### config.mk
export PLATFORM = sky130hd
export DESIGN_NAME = sts_mul
export DESIGN_NICKNAME = d
export VERILOG_FILES = /design/src/rtl/sts_mul.sv
export SDC_FILE = /design/constraint.sdc
export NUM_CORES = 1
export LEC_CHECK = 0
export ABC_AREA = 1
export BUFFER_PORTS_ARGS = -buffer_cell sky130_fd_sc_hd__buf_2
export CAP_MARGIN = 10
export CORE_ASPECT_RATIO = 0.75
export CORE_MARGIN = 10
export CORE_UTILIZATION = 50
export DETAILED_ROUTE_END_ITERATION = 8
export PLACE_DENSITY = 0.71
export SLEW_MARGIN = 10
export SYNTH_ARGS = -nofsm -noshare
export SYNTH_HDL_FRONTEND = slang
export SYNTH_SLANG_ARGS = --single-unit
### constraint.sdc
create_clock -name i_clk -period 3.6 [get_ports i_clk]
set_input_delay 0.72 -clock i_clk [delete_from_list [all_inputs] [get_ports i_clk]]
set_output_delay 0.72 -clock i_clk [all_outputs]
set_load 0.03 [all_outputs]
### src/rtl/sts_mul.sv
// Shift-and-add unsigned multiplier, one multiplier bit per cycle.
// Standalone; used by the solver top level for ratio tests and pivot updates.
module sts_mul #(
    parameter int W = 32
) (
    input  logic           i_clk,
    input  logic           i_rst_n,
    input  logic           i_start,
    input  logic [W-1:0]   i_a,
    input  logic [W-1:0]   i_b,
    output logic           o_done,
    output logic [2*W-1:0] o_p
);
    localparam int CW = (W > 1) ? $clog2(W) : 1;

    logic           r_busy, r_done;
    logic [CW-1:0]  r_cnt;
    logic [2*W-1:0] r_acc, r_mc;
    logic [W-1:0]   r_mp;

    // Control: busy while the multiplier bits are stepped, then a one-cycle done pulse.
    always_ff @(posedge i_clk) begin
        if (!i_rst_n) begin
            r_busy <= 1'b0;
            r_done <= 1'b0;
            r_cnt <= '0;
        end else begin
            r_done <= 1'b0;
            if (i_start) begin
                r_busy <= 1'b1;
                r_cnt <= '0;
            end else if (r_busy) begin
                r_cnt <= r_cnt + 1'b1;
                if (r_cnt == CW'(W - 1)) begin
                    r_busy <= 1'b0;
                    r_done <= 1'b1;
                end
            end
        end
    end

    // Datapath: add the shifted multiplicand for each set multiplier bit.
    always_ff @(posedge i_clk) begin
        if (i_start) begin
            r_acc <= '0;
            r_mc <= {{W{1'b0}}, i_a};
            r_mp <= i_b;
        end else if (r_busy) begin
            if (r_mp[0]) begin
                r_acc <= r_acc + r_mc;
            end
            r_mc <= {r_mc[2*W-2:0], 1'b0};
            r_mp <= {1'b0, r_mp[W-1:1]};
        end
    end

    assign o_done = r_done;
    assign o_p = r_acc;
endmodule

==> flow_metrics.py <==
metrics = {
    "sta": {
        "setup_violations": 0,
        "fin_skew_ns": 0.02058,
        "tightest_slew_ns": 0.6477,
        "maxSlewHeadroom": 0.5676,
        "finalMaxSlewViolations": 0,
        "fin_ws_ns": 0.9555,
        "period_needed_ns": 2.645,
        "fmax_ghz": 0.3781,
        "setup_tns_ns": 0,
        "hold_viol_final": 0,
        "whs_ns": 0.4727,
        "fin_crit_sh": 0.7346,
        "rsz0062_at_grt": "no",
    },
    "routing": {
        "routed_via_density": 5.023,
        "vias": 12590,
        "drtAntennaViolNets": 0,
        "wl_per_cell_um": 16.73,
        "firstDrtPassIters": 5,
        "wirelength_mm": 41.95,
        "drt_iter0_drc": 1361,
        "drc_errors": 0,
    },
    "floorplanning": {
        "row_count": 49,
        "io_pins": 132,
        "die_h_um": 156.5,
        "core_mm2": 0.02422,
        "start_util": 0.5127,
        "dieWidth_um": 202.0,
        "die_area_mm2": 0.03160,
    },
    "yosys": {
        "ys.warnings.count": 0,
        "ys_ff_latch": 167,
        "synth_most_common_cell": "nand2_1",
        "syn-cell-area_mm2": 0.01242,
        "async_flop_share": 0,
        "synth_top_area_share": 0.2340,
        "synth_edf_count": 64,
        "syn_inst": 2044,
        "avgSynthCellArea_um2": 6.074,
        "synth_top_area_cell": "nand2_1",
        "synth_area_leaders": "nand2_1 23%, dfxtp_1 17%, edfxtp_1 15%, inv_1 11%, nor2_1 8.2%",
        "ys.flop_type": "dfxtp_1",
        "synth_nets": 2177,
        "ys_types": 30,
        "ys_seq_area_frac": 0.3209,
        "synth_common_cells": "774 x nand2_1, 366 x inv_1, 270 x nor2_1",
    },
    "setup_path": {
        "crit_arrival_ns": 2.99,
        "worstPathCellList": "ha_1 > fa_1 > nand3_1 > nand3_2 > nand2_1 > nand2_2 > nand2_1 > nand3_2 > nand2_2 > a21oi_1 > nor2_1 > nor2_1",
        "required_ns": 3.95,
        "startpoint_type": "flop",
        "worstSetupPathType": "reg -> reg",
        "worst-path-max-fanout": 4,
        "crit_family": "simple AND/OR/NAND/NOR gates",
        "endpoint_kind": "flop",
        "critical-path-max-stage-delay_ns": 0.52,
        "cp_slowest_cell": "fa_1",
        "path_buf_inv": 0,
    },
    "cells_and_area": {
        "seq_area_mm2": 0.003984,
        "drive_gt1_frac": 0.1273,
        "multiInputGateArea_mm2": 0.006818,
        "num-fill-cells": 2462,
        "finalNetCount": 2296,
        "area_growth_syn_to_layout_pct": 13.07,
        "n_antenna_cell": 0,
    },
    "pwr": {
        "p_per_area_mw_per_mm2": 397.8,
        "ir_drop_mv": 0.3392,
        "leakagePower_uw": 0.008141,
    },
    "job": {
        "maxCapViolations": 0,
    },
    "clocking": {
        "postCtsHoldBufs": 0,
        "clockBufferDepth": 2,
        "clk_latency_ns": 0.46,
        "clk_pin_slew_ns": 0.08,
        "cts_tree": "yes",
        "cts.repair.resized": 0,
        "cts_made_buffers": 17,
        "htree_num_levels": 4,
        "cts-root-buf": "clkbuf_16",
        "cts_sinks": 167,
        "cts_setup_buffers": 0,
    },
    "placement": {
        "pre_cts_ws_ns": 1.076,
        "globalplace.congestion": 0.9563,
        "port_buffers": 131,
        "dp_hpwl_mm": 33.43,
    },
    "global_routing": {
        "overflow": 0,
        "track_usage": 0.2638,
        "grt_pass1_vias": 11630,
        "antenna_found_initial": 0,
        "grt_start_max_net_pins": 65,
        "grt_pass1_wl_mm": 65.38,
    },
    "status": {
        "status": "finished clean",
    },
    "worst_hold_path": {
        "hp-class": "reg -> reg",
    },
}
logic make-up after synthesis:
group           after synthesis  share of synthesized area
xor+xnor                     31                    0.02187
simple gates               1219                     0.4048
buf+inv                     428                     0.1300
fa+ha+maj                    66                    0.06712
compound gates              133                    0.05533
flops                       167                     0.3209
cell type report:
class	instances	share of cell area
inverter	383	0.1024
clock inverter	15	0.01221
clock buffer	17	0.03030
multi-input combinational	1449	0.4856
tap	331	0.02950
timing repair buffer	145	0.05615
sequential	167	0.2838
cells in the final DEF (no fill, tap or decap), types with 50 or more instances in the layout:
master    netlist  final
nor2_1        270    270
nand3_1        66     66
ha_1           65     65
o21ai_0        73     73
edfxtp_1       64     64
buf_2           6    130
a21oi_1        50     50
nand2_1       774    774
dfxtp_1       103    103
inv_1         366    364
per-stage QoR:
stage | total power [uW] | std cells | cell area [um2] | utilization
floorplan | 3228 | 2044 | 12420 | -
CTS | 5570 | 2507 | 14040 | 0.5797
finish | 5585 | 2507 | 14040 | 0.5797
detailed placement | 3687 | 2475 | 13440 | 0.5551
global route | 5847 | 2507 | 14040 | 0.5797
global placement | 3665 | 2475 | 13440 | 0.5551
worst paths after layout:
path | from | to | slack, ns | cells past startpoint
worst max-delay path | r_mc[0] | o_p[40] | 0.96 | 12
worst min-delay path | r_cnt[4] | r_cnt[4] | 0.47 | 2
worst max register to register | r_mc[0] | o_p[40] | 0.96 | 12
worst min register to register | r_cnt[4] | r_cnt[4] | 0.47 | 2
registers in the layout, summed over array words and instances (netlist names):
register  cells
o_done        1
r_mp         32
r_cnt         5
r_mc         64
r_busy        1
o_p          64
where the power goes:
| part | internal (uW) | leakage (uW) | switching, uW | total [uW] |
|---|---|---|---|---|
| clock | 938 | 0.000287 | 964 | 1900 |
| sequential | 2140 | 0.00150 | 116 | 2260 |
| combinational | 436 | 0.00635 | 991 | 1430 |
| total | 3510 | 0.00814 | 2070 | 5580 |
routing by layer:
layer	part of all wire	GRT usage	vias up
met4	0.010	0.04998	0
met2	0.37	0.3511	493
met3	0.10	0.07365	25
met1	0.52	0.4066	5676
li1	-	-	6398
met5	0	0	-
tightest hold or removal path: cells and delay by family, from the launching register on:
kind / cells / cell delay, ns
flops: 1 / 0.32
simple gates: 1 / 0.06
compound gates: 1 / 0.05
No activity file was read; power rests on OpenSTA's default activity.
