$ cat src/rtl/sts_div.sv
// Restoring unsigned divider, one quotient bit per cycle.
// Standalone; computes the pivot row quotient a * 2^16 / pe for the solver.
module sts_div #(
    parameter int W = 32
) (
    input  logic            i_clk,
    input  logic            i_rst_n,
    input  logic            i_start,
    input  logic [W+15:0]   i_num,
    input  logic [W-1:0]    i_den,
    output logic            o_done,
    output logic [W+15:0]   o_quo
);
    localparam int NW = W + 16;
    localparam int CW = $clog2(NW);

    logic          r_busy, r_done;
    logic [CW-1:0] r_cnt;
    logic [W-1:0]  r_rem, r_den;
    logic [NW-1:0] r_num;
    logic [W:0]    trial;
    logic          fits;

    // One trial subtraction per cycle.
    assign trial = {r_rem, r_num[NW-1]};
    assign fits = (trial >= {1'b0, r_den});

    always_ff @(posedge i_clk) begin
        if (!i_rst_n) begin
            r_busy <= 1'b0;
            r_done <= 1'b0;
            r_cnt <= '0;
        end else begin
            r_done <= 1'b0;
            if (i_start) begin
                r_busy <= 1'b1;
                r_cnt <= '0;
            end else if (r_busy) begin
                r_cnt <= r_cnt + 1'b1;
                if (r_cnt == CW'(NW - 1)) begin
                    r_busy <= 1'b0;
                    r_done <= 1'b1;
                end
            end
        end
    end

    // Dividend bits shift out at the top while quotient bits shift in below.
    always_ff @(posedge i_clk) begin
        if (i_start) begin
            r_rem <= '0;
            r_num <= i_num;
            r_den <= i_den;
        end else if (r_busy) begin
            r_rem <= fits ? W'(trial - {1'b0, r_den}) : trial[W-1:0];
            r_num <= {r_num[NW-2:0], fits};
        end
    end

    assign o_done = r_done;
    assign o_quo = r_num;
endmodule

$ cat config.mk
export PLATFORM = sky130hd
export DESIGN_NAME = sts_div
export DESIGN_NICKNAME = d
export VERILOG_FILES = /design/src/rtl/sts_div.sv
export SDC_FILE = /design/constraint.sdc
export NUM_CORES = 1
export LEC_CHECK = 0
export ABC_AREA = 1
export BUFFER_PORTS_ARGS = -buffer_cell sky130_fd_sc_hd__buf_2
export CELL_PAD_IN_SITES_DETAIL_PLACEMENT = 1
export CELL_PAD_IN_SITES_GLOBAL_PLACEMENT = 1
export CORE_ASPECT_RATIO = 0.9
export CORE_MARGIN = 8
export CORE_UTILIZATION = 41
export DETAILED_ROUTE_END_ITERATION = 7
export GPL_TIMING_DRIVEN = 0
export PLACE_DENSITY = 0.9
export SYNTH_ARGS = -nofsm -noshare
export SYNTH_HDL_FRONTEND = slang
export SYNTH_SLANG_ARGS = --single-unit
export TNS_END_PERCENT = 20
$ cat constraint.sdc
create_clock -name i_clk -period 3.47 [get_ports i_clk]
set_input_delay 0 -clock i_clk [delete_from_list [all_inputs] [get_ports i_clk]]
set_output_delay 0 -clock i_clk [all_outputs]
set_load 0.02 [all_outputs]
==> flow_summary.ini, run 1 <==
[critical_path]
cp_num_buf_inv = 3
crit_family = simple AND/OR/NAND/NOR gates
crit_fanout = 10
rr_startpoint = r_den[3]$_DFFE_PP_
cp-start-kind = flip-flop
worstSetupPathType = flip-flop to flip-flop
cp_num_cells = 13
crit_path_end_kind = flip-flop
critPathRequiredTime_ns = 3.63
crit_chain = inv_1, ha_1, nand2_1, inv_1, nand2_1, nand2_1, nand2_1, nand3_2, nand2_1, nand2_1, nand2_4, buf_2, a31oi_1
crit_arrival_ns = 2.70
cpPeakStageDelay_ns = 0.42
crit_top_cell = nand2_1
cp_slowest_cell = edfxtp_1
critPathLaunch = r_den[3]$_DFFE_PP_
rr_worst_depth = 13

[worst_hold_path]
hold_depth = 3
hp-class = primary input to flip-flop
hold_path.startpoint = i_num[0]

[placement]
io_buffer_count = 131
dp_hpwl_um = 19500
gp_congestion = 0.896
dp_cells = 1444
placed_area_um2 = 8560

[floorplan]
rows = 47
chipHeight_um = 145
initial_core_util_pct = 41.6
die_x_um = 159
ios = 132
core_area_um2 = 18200
design.die.area_um2 = 23100

[power_and_ir_drop]
power_frac_clock_pct = 44.7
leakagePower_nw = 5.25
ir_drop_v = 0.000285
p_per_area_nw_per_um2 = 426
pwr-share-comb_pct = 15.1
p_sw_mw = 1.35
switching_share_pct = 31.9
p_int_mw = 2.88
seqPwrFrac_pct = 40.2

[final_layout]
fin_nets = 1415
stdcell_area_um2 = 9950
layout_common_cells = 459 x nand2_1, 181 x inv_1, 136 x buf_2, 80 x dlygate4sd3_1, 80 x edfxtp_1
n_antenna_cell = 0
final_cells = 1556
drive_gt1_share_pct = 15.3
area_growth_pct = 31.2
final_common_cell = nand2_1

[clock_tree]
numCtsBuffers = 17
cts.reportedPaths.clkPinSlew_ns = 0.08
clock_sinks = 120
cts_tree = built
clock_latency_ns = 0.45
htreeDepth = 4
root_buffer = clkbuf_16
post_cts_buffers = 0
cts_resized = 0
cts_buffer_depth = 2

[timing]
fmax_mhz = 395
holdWs_ns = 0.0469
fin_crit_sh_pct = 73.0
hold_violations = 0
tns_ns = 0
relSlewSlack_pct = 43.8
slew_violations = 0
worst_pin_slew_ns = 0.843
fin_crit_ns = 2.53
setup_viol_count_final = 0
clock_skew_ns = 0.0217
rsz0062_at_grt = no

[logic_synthesis]
syn_area_per_cell_um2 = 7.10
synthesis.area_um2 = 7580
ys.warnings.count = 0
yosysSeqAreaShare_pct = 42.3
synth_fp_nets = 1184
ys_types = 37
ys_seq_elements = 120
syn_inst = 1067

[routing]
vias = 8243
detail-route-antenna-nets = 0
drt-pass1-iter-count = 5
remaining_drc_errors = 0
wirelength_um = 32000
wl_per_cell_um = 20.6
via_per_inst = 5.30
drt_iter0_drc = 461

[grt]
grt-ovfl-total = 0
grt_usage_pct = 27.7
grt_max_degree = 38
antenna_found_initial = 0
grt_pass1_vias = 9216
grt_first_pass_wirelength_um = 50400

[run]
maxCapViolations = 0

[run_status]
status = finished, final reports clean
[cell type report]
| class | instances | area [um^2] |
|---|---|---|
| buffer | 26 | 154 |
| clock buffer | 17 | 425 |
| clock inverter | 15 | 156 |
| fill | 2394 | 8280 |
| inverter | 187 | 702 |
| multi-input combinational | 734 | 3520 |
| sequential | 120 | 3200 |
| tap | 245 | 307 |
| timing repair buffer | 212 | 1480 |
[path summary, 6_finish.rpt]
path         slack (ns)                      to
max                0.94      o_quo[0]$_DFFE_PP_
max reg2reg        0.94      o_quo[0]$_DFFE_PP_
min reg2reg        0.48  r_rem[19]$_SDFFE_PP0P_
min                0.05      o_quo[0]$_DFFE_PP_
[power by group through the flow]
stage / registers [mW] / clock network (mW) / logic (mW)
floorplan: 1.78 / 0 / 0.235
global placement: 1.71 / 0 / 0.494
detailed placement: 1.71 / 0 / 0.522
CTS: 1.69 / 1.85 / 0.606
global route: 1.71 / 1.94 / 0.683
finish: 1.70 / 1.89 / 0.639
[worst register-to-register path, delay by kind of cell (launching register included)]
kind,cells,cell delay (ns)
AND/OR/NAND/NOR,8,0.83
buffers and inverters,3,0.49
flip-flops,1,0.42
adder cells (fa/ha/maj),1,0.30
AO/OA/AOI/OAI,1,0.20
[synth_stat cells (all sizes together)]
cell    count  share of area [%]
nand2     468                 24
inv       183                9.1
nand3      84                5.9
edfxtp     80                 32
nor2       52                3.2
dfxtp      40                 11
ha         33                5.4
a21oi      23                1.5
o21ai      18                1.2
buf        13                1.4
clkbuf     13               0.64
nand3b     13                1.3
xnor2      13                1.5
nand4       8               0.66
nor3        8               0.59
clkinv      4               0.20
and2        3               0.25
o21bai      3               0.30
a31oi       2               0.17
o21a        2               0.20
fa          1               0.26
nor4        1              0.083
o211ai      1              0.099
xor2        1               0.12
[cells by family (layout without fill, tap and decap cells)]
kind of cell	after synthesis	count (layout)	synth area share [%]
buffers and inverters	213	457	11.3
AOI/OAI and AO/OA	49	49	3.47
and+or+nand+nor	637	637	35.7
DFF	120	120	42.3
xor gates and xnor gates	14	14	1.62
adders and majority gates	34	34	5.71
[state kept, by name (all words and copies together), names as in the netlist]
register	cells
r_den	32
o_done	1
o_quo	48
r_rem	32
r_cnt	6
r_busy	1
[layer usage]
| layer | track usage [%] | part of all wire [%] | vias to the layer above |
|---|---|---|---|
| met5 | 0 | 0 | - |
| met3 | 7.78 | 7.1 | 118 |
| met4 | 13.8 | 4.4 | 0 |
| met2 | 49.4 | 50 | 378 |
| met1 | 29.6 | 39 | 3972 |
| li1 | - | - | 3775 |
[per-stage QoR]
| step | total power [mW] | util, % | setup WS [ns] |
|---|---|---|---|
| final | 4.24 | 54.6 | 0.936 |
| after global routing | 4.33 | 54.6 | 0.816 |
| after CTS | 4.14 | 54.6 | 1.01 |
| after detailed placement | 2.23 | 47.0 | 1.02 |
| after global placement | 2.20 | 46.9 | -0.476 |
| after floorplan | 2.01 | - | 0.929 |
[what timing repair did]
| action | CTS | global route |
|---|---|---|
| endpoints found under the setup margin | 0 | 0 |
| hold endpoints to repair | 83 | 0 |
| hold buffers | 80 | 0 |
Power figures use the tool's default switching activity.
==> run 2: changes to the inputs <==
ABC_AREA = 0   (was 1)
CORE_UTILIZATION = 39   (was 41)
PLACE_DENSITY = 0.85   (was 0.9)
clock period = 2.3 ns   (was 3.47 ns; I/O delays follow)
==> run 2 against run 1 <==
Against the previous run:
- the flow now finishes with violations (negative setup slack)
- critical path depth down 3
- final cell count fell by 30%
- register-to-register slack got worse by 1.6 ns
==> flow_summary.ini, run 2 <==
[clock_tree]
htreeDepth = 4
numCtsBuffers = 17
cts_buffer_depth = 2
clock_sinks = 120
cts_tree = built
root_buffer = clkbuf_16
clock_latency_ns = 0.43
cts.reportedPaths.clkPinSlew_ns = 0.06

[logic_synthesis]
synth_top_cell_by_area = edfxtp_1
ys_top_cells_by_count = 80 x edfxtp_1, 50 x mux2_2, 48 x nor2_1
synth.most_common_cell = edfxtp_1
synth_fp_nets = 727
yosysSeqAreaShare_pct = 47.9
synth_area_leaders = edfxtp_1 36%, dfxtp_1 12%, mux2_2 8.4%
synth-adder-area-share_pct = 6.48
synthMuxAreaShare_pct = 12.8
syn_area_per_cell_um2 = 11.0
ys_types = 54
synthArstFlopShare_pct = 0
ys_seq_elements = 120
synth_top_family_by_area = compound AO/OA/AOI/OAI gates
ys.warnings.count = 0
synth_edf_count = 80
ys.flop_type = edfxtp_1
yosys.area.top_type_share_pct = 36.0
synthesis.area_um2 = 6680
syn_inst = 610
synth_compound_area_share_pct = 14.9
synth-xor-area-share_pct = 4.06
yosys.area_share.simple_pct = 9.40

[routing]
detail-route-antenna-nets = 0
remaining_drc_errors = 0
wl_per_cell_um = 21.6
vias = 5907
via_per_inst = 5.41
drt_iter0_drc = 276
drt-pass1-iter-count = 4
wirelength_um = 23600

[timing]
worst_pin_slew_ns = 0.658
fin_crit_sh_pct = 128
tns_ns = -17.78
holdWs_ns = 0.0635
fmax_mhz = 340
hold_violations = 0
rsz0062_at_grt = yes
fin_crit_ns = 2.94
clock_skew_ns = 0.0153
slew_violations = 0
setup_viol_count_final = 33
worst_slack_ns = -0.644
relSlewSlack_pct = 56.2

[critical_path]
cp_num_buf_inv = 0
cp_slowest_cell = edfxtp_1
cp-start-kind = flip-flop
critPathRequiredTime_ns = 2.63
crit_fanout = 2
rr_worst_depth = 10
crit_chain = ha_4, fa_2, nor2b_4, o2111ai_4, a2111oi_4, o31ai_2, a41oi_2, a41oi_1, mux2_2, a311oi_1
crit_path_end_kind = flip-flop
r2r_slack_ns = -0.64
cpPeakStageDelay_ns = 0.42
worstSetupPathType = flip-flop to flip-flop
crit_family = compound AO/OA/AOI/OAI gates
rr_endpoint = r_rem[30]$_SDFFE_PP0P_
crit_arrival_ns = 3.27
rr_startpoint = r_den[0]$_DFFE_PP_

[final_layout]
final_cells = 1092
layout_common_cells = 130 x buf_2, 81 x dlygate4sd3_1, 80 x edfxtp_1, 50 x mux2_2, 48 x nor2_1
stdcell_area_um2 = 9750
seq_area_um2 = 3200
area_growth_pct = 46.0
fin_nets = 982
largest_reg_flops = 48
drive_gt1_share_pct = 35.5
multi_input_area_um2 = 3590
final_common_cell = buf_2
fillers = 1748

[floorplan]
chipHeight_um = 140
core_area_um2 = 16800
design.die.area_um2 = 21600
initial_core_util_pct = 39.7
ios = 132
die_x_um = 154
rows = 45

[grt]
antenna_found_initial = 3
grt_max_degree = 49
grt_pass1_vias = 6518
grt_usage_pct = 21.8
grt_first_pass_wirelength_um = 36900
grt-ovfl-total = 0

[placement]
gp_congestion = 0.851
dp_cells = 952
dp_hpwl_um = 14300
placed_area_um2 = 7650
io_buffer_count = 131

[worst_hold_path]
min_to = r_den[29]$_DFFE_PP_
hold_path.startpoint = i_start
hold_depth = 1
hp-class = primary input to flip-flop

[run_status]
status = complete, but fails checks
violations = negative setup slack

[power_and_ir_drop]
p_sw_mw = 2.31
pwr-share-comb_pct = 27.8
p_per_area_nw_per_um2 = 783
leakagePower_nw = 3.97
p_int_mw = 5.33
ir_drop_v = 0.000478
power_frac_clock_pct = 37.2
switching_share_pct = 30.2
seqPwrFrac_pct = 35.1

[run]
maxCapViolations = 0
run 2: what timing repair did:
item / in CTS / in global routing
hold endpoints to repair: 83 / 0
gates cloned: 2 / 0
setup endpoints to repair: 81 / 81
setup buffers: 22 / 8
resized for setup: 62 / 26
hold buffers: 81 / 0
pin swaps: 44 / 13
run 2: metal layers:
layer  track usage (%)  vias to the layer above  part of all wire [%]
met3              8.98                       24                   8.1
met4              5.67                        0                   1.1
li1                  -                     2756                     -
met2              35.0                      190                    47
met5                 0                        -                     0
met1              26.5                     2937                    44
run 2: kinds of logic after synthesis:
kind of cell	after synthesis
adders and majority gates	34
buffers and inverters	70
and+or+nand+nor	137
xor gates and xnor gates	31
AOI/OAI and AO/OA	139
DFF	120
muxes	79
run 2: metrics by stage:
stage                     worst slack, ns  utilization [%]  power (mW)
after floorplan                    -0.497                -        3.79
after global placement             -0.934             45.4        4.22
after detailed placement           -0.913             45.4        4.27
after CTS                          -0.602             56.9        7.51
after global routing               -0.748             57.9        7.93
final                              -0.644             57.9        7.64
run 2: power groups by stage:
stage | clock [mW] | sequential, mW | combinational, mW
2_1_floorplan | 0 | 2.77 | 1.02
3_3_place_gp | 0 | 2.68 | 1.54
3_5_place_dp | 0 | 2.69 | 1.58
4_1_cts | 2.86 | 2.66 | 1.99
5_1_grt | 2.95 | 2.70 | 2.27
6_report | 2.84 | 2.68 | 2.12
run 2: final cells by class:
class	count	area share (%)
Inverter	40	1.54
Clock buffer	20	4.48
Tap cell	211	2.71
Clock inverter	12	1.80
Antenna cell	3	0.0770
Buffer	22	1.49
Multi-Input combinational cell	420	36.8
Sequential cell	120	32.8
Timing Repair Buffer	244	18.3
run 2: worst max-delay path by stage:
stage | cells after the start | end | from | slack [ns]
floorplan | 11 | r_rem[30]$_SDFFE_PP0P_ | o_quo[47]$_DFFE_PP_ | -0.50
global placement | 11 | r_rem[30]$_SDFFE_PP0P_ | o_quo[47]$_DFFE_PP_ | -0.93
detailed placement | 11 | r_rem[30]$_SDFFE_PP0P_ | o_quo[47]$_DFFE_PP_ | -0.91
CTS | 10 | r_rem[30]$_SDFFE_PP0P_ | r_den[0]$_DFFE_PP_ | -0.60
global route | 10 | r_rem[30]$_SDFFE_PP0P_ | r_den[0]$_DFFE_PP_ | -0.75
finish | 10 | r_rem[30]$_SDFFE_PP0P_ | r_den[0]$_DFFE_PP_ | -0.64
==> run 3: changes to the inputs <==
ABC_AREA = 1   (was 0)
CAP_MARGIN = 30   (was not set)
CORE_UTILIZATION = 37   (was 39)
PLACE_DENSITY = 0.86   (was 0.85)
==> run 3 against run 2 <==
Against the previous run:
- sequential cell count did not move
- the flow finishes with violations (negative hold slack, negative setup slack)
- global-route usage grew 1.3 points
- critical path depth up 3
- critical path type unchanged
- critical endpoint is now r_rem[0]$_SDFFE_PP0P_
- first-iteration DRC count rose by 47%
- worst hold slack worse by 0.073 ns
- clock skew grew 0.0025 ns
- worst setup slack gained 0.64 ns
==> flow_summary.ini, run 3 (same netlist as run 1, synthesis figures left out) <==
[final_layout]
stdcell_area_um2 = 10500
seq_area_um2 = 3200
final_cells = 1572
layout_common_cells = 439 x nand2_1, 177 x inv_1, 134 x buf_2, 80 x dlygate4sd3_1, 80 x edfxtp_1
fin_nets = 1420
drive_gt1_share_pct = 20.7
final_common_cell = nand2_1
area_growth_pct = 38.6
fillers = 2460
multi_input_area_um2 = 3970
largest_reg_flops = 48

[placement]
gp_congestion = 0.883
dp_hpwl_um = 19400
io_buffer_count = 131
dp_cells = 1453
placed_area_um2 = 8560

[clock_tree]
cts_buffer_depth = 2
cts_tree = built
clock_latency_ns = 0.44
root_buffer = clkbuf_16
cts.reportedPaths.clkPinSlew_ns = 0.07
htreeDepth = 4
clock_sinks = 120
numCtsBuffers = 17

[routing]
via_per_inst = 5.11
remaining_drc_errors = 0
drt-pass1-iter-count = 5
wl_per_cell_um = 18.8
drt_iter0_drc = 405
vias = 8039
wirelength_um = 29600
detail-route-antenna-nets = 0

[critical_path]
cp_slowest_cell = edfxtp_1
crit_fanout = 7
crit_arrival_ns = 2.60
rr_endpoint = r_rem[0]$_SDFFE_PP0P_
critPathRequiredTime_ns = 2.60
rr_worst_depth = 13
worstSetupPathType = flip-flop to flip-flop
crit_chain = inv_1, ha_2, nand2_2, inv_2, a21oi_2, nand2_1, nand2_1, nand2_2, nor2_8, clkbuf_16, nand3_1, nand3_1, o21ai_0
cpPeakStageDelay_ns = 0.36
cp-start-kind = flip-flop
r2r_slack_ns = -0.003
rr_startpoint = r_den[24]$_DFFE_PP_
crit_path_end_kind = flip-flop

[floorplan]
rows = 49
core_area_um2 = 20000
ios = 132
chipHeight_um = 152
initial_core_util_pct = 37.8
die_x_um = 167
design.die.area_um2 = 25300

[grt]
grt-ovfl-total = 0
grt_pass1_vias = 8818
grt_usage_pct = 23.1
antenna_found_initial = 1
grt_first_pass_wirelength_um = 46000
grt_max_degree = 58

[run]
maxCapViolations = 0

[timing]
setup_viol_count_final = 1
relSlewSlack_pct = 43.4
rsz0062_at_grt = yes
fmax_mhz = 434
worst_slack_ns = -0.00276
worst_pin_slew_ns = 0.849
hold_violations = 1
slew_violations = 0
fin_crit_sh_pct = 100
fin_crit_ns = 2.30
holdWs_ns = -0.00904
clock_skew_ns = 0.0178

[worst_hold_path]
min_to = o_quo[0]$_DFFE_PP_
hold_depth = 3
hold_path.startpoint = i_num[0]
hp-class = primary input to flip-flop

[power_and_ir_drop]
ir_drop_v = 0.000420
p_per_area_nw_per_um2 = 605
leakagePower_nw = 5.28

[run_status]
status = complete, but fails checks
violations = negative hold slack, negative setup slack
## run 3: cell types whose count changed in the layout (fill, tap and decap cells not counted), sizes merged, moves of 25 or more
cell	change
nand2	+428
mux2i	-28
nand3	+76
mux2	-51
a211oi	-25
inv	+149
## run 3: area by class of cell
class                   instances  area share, %
diodes                          1         0.0238
plain buffers                  26           1.88
clock buffers                  18           4.09
clock inverters                14           1.54
inverters                     187           6.68
multi-input cells             734           37.8
flip-flops and latches        120           30.5
well taps                     255           3.04
repair buffers                217           14.5
## run 3: worst max-delay path by stage
stage | depth (start not counted) | startpoint | endpoint | slack, ns
6_report | 13 | r_den[24]$_DFFE_PP_ | r_rem[0]$_SDFFE_PP0P_ | -0.003
5_1_grt | 13 | r_den[24]$_DFFE_PP_ | r_rem[0]$_SDFFE_PP0P_ | -0.13
4_1_cts | 14 | r_den[8]$_DFFE_PP_ | r_rem[26]$_SDFFE_PP0P_ | -0.02
3_5_place_dp | 5 | i_start | o_quo[40]$_DFFE_PP_ | -0.12
3_3_place_gp | 5 | i_start | o_quo[40]$_DFFE_PP_ | -0.50
2_1_floorplan | 15 | o_quo[47]$_DFFE_PP_ | r_rem[24]$_SDFFE_PP0P_ | 0.26
## run 3: worst max-delay path, delay by kind of cell, from the launching register on
family | cells | cell delay (ns)
AO/OA/AOI/OAI | 2 | 0.31
adder cells (fa/ha/maj) | 1 | 0.31
buffers and inverters | 3 | 0.32
flip-flops | 1 | 0.36
AND/OR/NAND/NOR | 7 | 0.88
## run 3: timing repair
action                                  in CTS  in global routing
resized for setup                            4                 97
pin swaps                                    0                  7
cloned                                       0                  1
hold buffers                                80                  0
hold endpoints to repair                    83                  0
setup buffers                                0                  5
endpoints found under the setup margin      14                 33
## run 3: per-layer routing
metal	vias up	track usage, %	routed length (um)
met2	274	41.9	14700
met1	3905	24.9	11800
met5	-	0	0
met4	0	9.90	1020
li1	3785	-	-
met3	75	6.84	2050
## run 3: through the flow
step	setup TNS (ns)	util [%]	setup slack (ns)	hold WS, ns	total power [mW]
detailed placement	-6.44	42.7	-0.125	0.178	3.37
floorplan	0	-	0.260	0.0989	3.03
global placement	-26.79	42.7	-0.496	0.178	3.33
CTS	-0.0223	49.7	-0.0223	0.0124	6.23
finish	-0.00276	52.4	-0.00276	-0.00904	6.36
global route	-2.92	52.4	-0.133	0.0346	6.56
## run 3: where the power goes
| part | switching [mW] | internal (mW) | leakage [nW] | total, mW |
|---|---|---|---|---|
| clock | 1.16 | 1.62 | 0.279 | 2.78 |
| sequential | 0.0908 | 2.47 | 1.13 | 2.56 |
| combinational | 0.626 | 0.385 | 3.87 | 1.01 |
| total | 1.88 | 4.48 | 5.28 | 6.36 |
